## config.mk

```make
export PLATFORM = sky130hd
export DESIGN_NAME = cbr_ram
export DESIGN_NICKNAME = d
export VERILOG_FILES = /design/src/hw/rtl/cbr_ram.sv
export SDC_FILE = /design/constraint.sdc
export NUM_CORES = 2
export LEC_CHECK = 0
export BUFFER_PORTS_ARGS = -buffer_cell sky130_fd_sc_hd__buf_2
export CAP_MARGIN = 5
export CORE_MARGIN = 3
export CORE_UTILIZATION = 40
export CTS_CLUSTER_SIZE = 16
export DETAILED_ROUTE_END_ITERATION = 7
export MAX_ROUTING_LAYER = met4
export PLACE_DENSITY_LB_ADDON = 0.1
export SYNTH_ARGS = -nofsm -noshare
export SYNTH_HDL_FRONTEND = slang
export SYNTH_SLANG_ARGS = --single-unit
export TNS_END_PERCENT = 50
```

## constraint.sdc

```tcl
create_clock -name clock -period 3.9 [get_ports clock]
set_input_delay 0.39 -clock clock [delete_from_list [all_inputs] [get_ports clock]]
set_output_delay 0.39 -clock clock [all_outputs]
set_load 0.02 [all_outputs]
```

## src/hw/rtl/cbr_ram.sv

```systemverilog
// generic single-clock ram, one write port and one registered read port
module cbr_ram #(
   parameter int WIDTH = 8,
   parameter int DEPTH = 256
) (
   input  logic                     clock,
   input  logic                     wr_en,
   input  logic [$clog2(DEPTH)-1:0] wr_addr,
   input  logic [WIDTH-1:0]         wr_data,
   input  logic                     rd_en,
   input  logic [$clog2(DEPTH)-1:0] rd_addr,
   output logic [WIDTH-1:0]         rd_data
);
   logic [WIDTH-1:0] mem_ff [DEPTH];
   logic [WIDTH-1:0] rd_data_ff;

   always_ff @(posedge clock) begin
      if (wr_en) begin
         mem_ff[wr_addr] <= wr_data;
      end
      if (rd_en) begin
         rd_data_ff <= mem_ff[rd_addr];
      end
   end

   assign rd_data = rd_data_ff;
endmodule

```

==> flow_summary.toml <==
[status]
status = "completed"

[hold_path]
min_path_cells = 1
hp-class = "input pin to flip-flop"

[sta]
skew_ps = 32.5
finalHoldViolations = 0
max_slew_margin_pct = 13.5
setup_viol = 0
final_min_period_over_clock_period_pct = 77.7
finalCriticalPeriod_ps = 3030
unrepaired_setup_endpoints_after_global_routing = "no"
slew_at_the_pin_closest_to_its_max_slew_limit_ps = 1290
max_freq_ghz = 0.330
final_number_of_max_transition_violations = 0

[synthesis]
post_synth_cell_types = 54
synth.net_count = 3760
synthArstFlopShare_pct = 0
ys.flop_type = "edfxtp_1"
syn_area_um2 = 79600
synth-seq-area-share_pct = 77.5
ys_ff_latch = 2056
netlist_top_cells_area = "edfxtp_1, mux4_2, mux2i_1"
synthesis.area_per_instance_um2 = 21.3
post_synth_inst_count = 3733
post-synth-top-area-cell = "edfxtp_1"
synth-edff-count = 2056
synth.yosys.warnings = 0
synth_top_area_share_pct = 77.5

[detailed_routing]
route.met2.wl_um = 104000
routedLengthMet1_um = 97000
finalWirelength_um = 218000
avgViaCountPerCell = 5.68
drtIter0Drc = 3994
drt_first_pass_iters = 7
maxUsedRoutingLayer = "met4"
wl_met3_um = 13400
drc_errors = 0
antenna_left = 0
route.detailed.wl_per_inst_um = 31.7
routed-via-count = 39123

[critical_path]
timing.critical_path.to_type = "flip-flop"
setup.worst_path.class = "input pin to flip-flop"
worst_setup_path_start_kind = "input pin"
cp_slowest_stage_delay_ps = 1000
crit_slowest_cell = "nor3_1"
timing.critical_path.fanout_max = 26
worstPathArrival_ps = 3560
cp_data_required_time_ps = 4430
path_cells = "buf_8 > buf_12 > buf_12 > buf_4 > mux4_2 > o22ai_1 > o32ai_2 > nor3_1 > nor4_2"
cpMostUsedCell = "buf_12"
count_of_cells_along_the_worst_register_to_register_path = 6

[global_routing]
grt_pass1_vias = 39759
globalRoute.totalOverflow = 0
antenna_found_initial = 10
grt_pass1_wl_um = 310000
grt_use_total_pct = 22.0
grt_max_degree = 128

[clock_tree]
clk_root_buffer_cell = "clkbuf_16"
cts_tree = "done"
numCtsBuffers = 211
clk_pin_slew_worst_paths_ps = 60
cts_setup_buffers = 0
cts.htree.levels = 4
clock_sinks = 2056
clock_path_buffers = 3
insertion_delay_ps = 830

[floorplan]
die_h_um = 452
die_x_um = 452
rows = 163
design.core.area_um2 = 198000
ioPinCount = 35
die_area_um2 = 204000
initial_utilization_pct = 40.3

[finish]
most_common_library_cell_in_the_layout_ignoring_fill_and_taps = "edfxtp_1"
multi_input_combinational_cell_area_um2 = 16500
number_of_inserted_filler_cells_in_the_final_layout = 16508
layout_common_cells = "edfxtp_1, mux4_2, buf_4, nor2_1, clkbuf_16"
finished_layout_cell_area_um2 = 91600
area_delta_synth_final_pct = 15.0
post_layout_nonfiller_instances = 6892
layout.area.seq_um2 = 61700
nNetsFinal = 4101
post_route_cells_drive_above_1_share_pct = 26.4

[pwr]
power.ir.vdd_worst_mv = 0.596
leakage_nw = 28.5
pwr_density_cell_nw_per_um2 = 510

[job]
max_cap_violations = 0

[place]
port-buffer-count = 34
placedInstanceArea_um2 = 84800
place_hpwl_um = 139000
globalplace.congestion = 0.795
numPlacedInstances = 6500
[through the flow]
stage	TNS, ps	setup WS (ps)	hold WS [ps]	total power, mW	utilization [%]
2_1_floorplan	0	1430	489	26.0	-
3_3_place_gp	-607	-565	887	27.3	42.9
3_5_place_dp	-58.2	-58.2	875	27.3	42.9
4_1_cts	0	833	15.7	47.1	46.3
5_1_grt	0	805	21.5	48.2	46.3
6_report	0	871	20.2	46.7	46.3
[state kept, by name, indices dropped and copies added, names as in the netlist]
register  cells
rd_data       8
mem_ff     2048
[cell usage after synthesis (all sizes together) (2+ instances only)]
library cell / instances
a2111oi: 5
a211oi: 16
a21oi: 96
a221oi: 14
a22o: 8
a22oi: 133
a311oi: 2
a31oi: 2
and2: 6
and3b: 2
buf: 122
clkbuf: 111
edfxtp: 2056
mux2i: 134
mux4: 456
nand2: 33
nand2b: 8
nand3: 34
nand3b: 2
nand4: 10
nor2: 282
nor2b: 31
nor3: 22
nor4: 27
o211ai: 10
o21ai: 12
o221ai: 47
o22a: 5
o22ai: 28
o32ai: 5
or2: 4
[routing by layer]
metal	up-vias	GRT usage, %
met5	-	-
met3	261	3.26
li1	16409	-
met4	0	4.46
met2	1263	33.5
met1	21190	31.8
[repair_timing]
action / in CTS / in global routing
resized for setup: 0 / 0
endpoints found under the setup margin: 0 / 0
hold buffers: 1 / 0
endpoints found under the hold margin: 8 / 0
[cell type report]
class                   instances  share of cell area (%)
inverters                       2                 0.00820
multi-input cells            1442                    18.1
well taps                    2640                    3.61
clock buffers                 272                    6.11
clock inverters               117                    1.23
diodes                          2                 0.00547
repair buffers                361                    3.55
flip-flops and latches       2056                    67.4
[logic make-up (layout without fill, tap and decap cells)]
group	after synthesis	count (layout)	synth area share [%]
compound gates	385	385	3.42
buf+inv	235	752	1.83
flops	2056	2056	77.5
mux	591	591	14.6
other cells	0	2	0
simple gates	466	466	2.63
[final timing paths]
check	start	endpoint	slack, ps
setup / recovery	rd_addr[0]	rd_data[6]	870
hold / removal	wr_data[3]	mem_ff[210][3]	20
setup reg to reg	mem_ff[83][6]	rd_data[6]	900
hold reg to reg	mem_ff[46][6]	rd_data[6]	1200
[critical path, delay by kind of cell]
family	cells	cell delay [ps]
and+or+nand+nor	2	1120
buffers and inverters	4	1040
muxes	1	590
AOI/OAI and AO/OA	2	340
[report_power, final]
group          leakage, nW  total, mW  internal [mW]  switching, mW
Sequential            18.5       24.4           24.4         0.0364
Clock                 3.25       19.8           11.5           8.35
Combinational         6.80       2.40          0.848           1.55
Note: power is estimated with default switching activity, not from simulation.
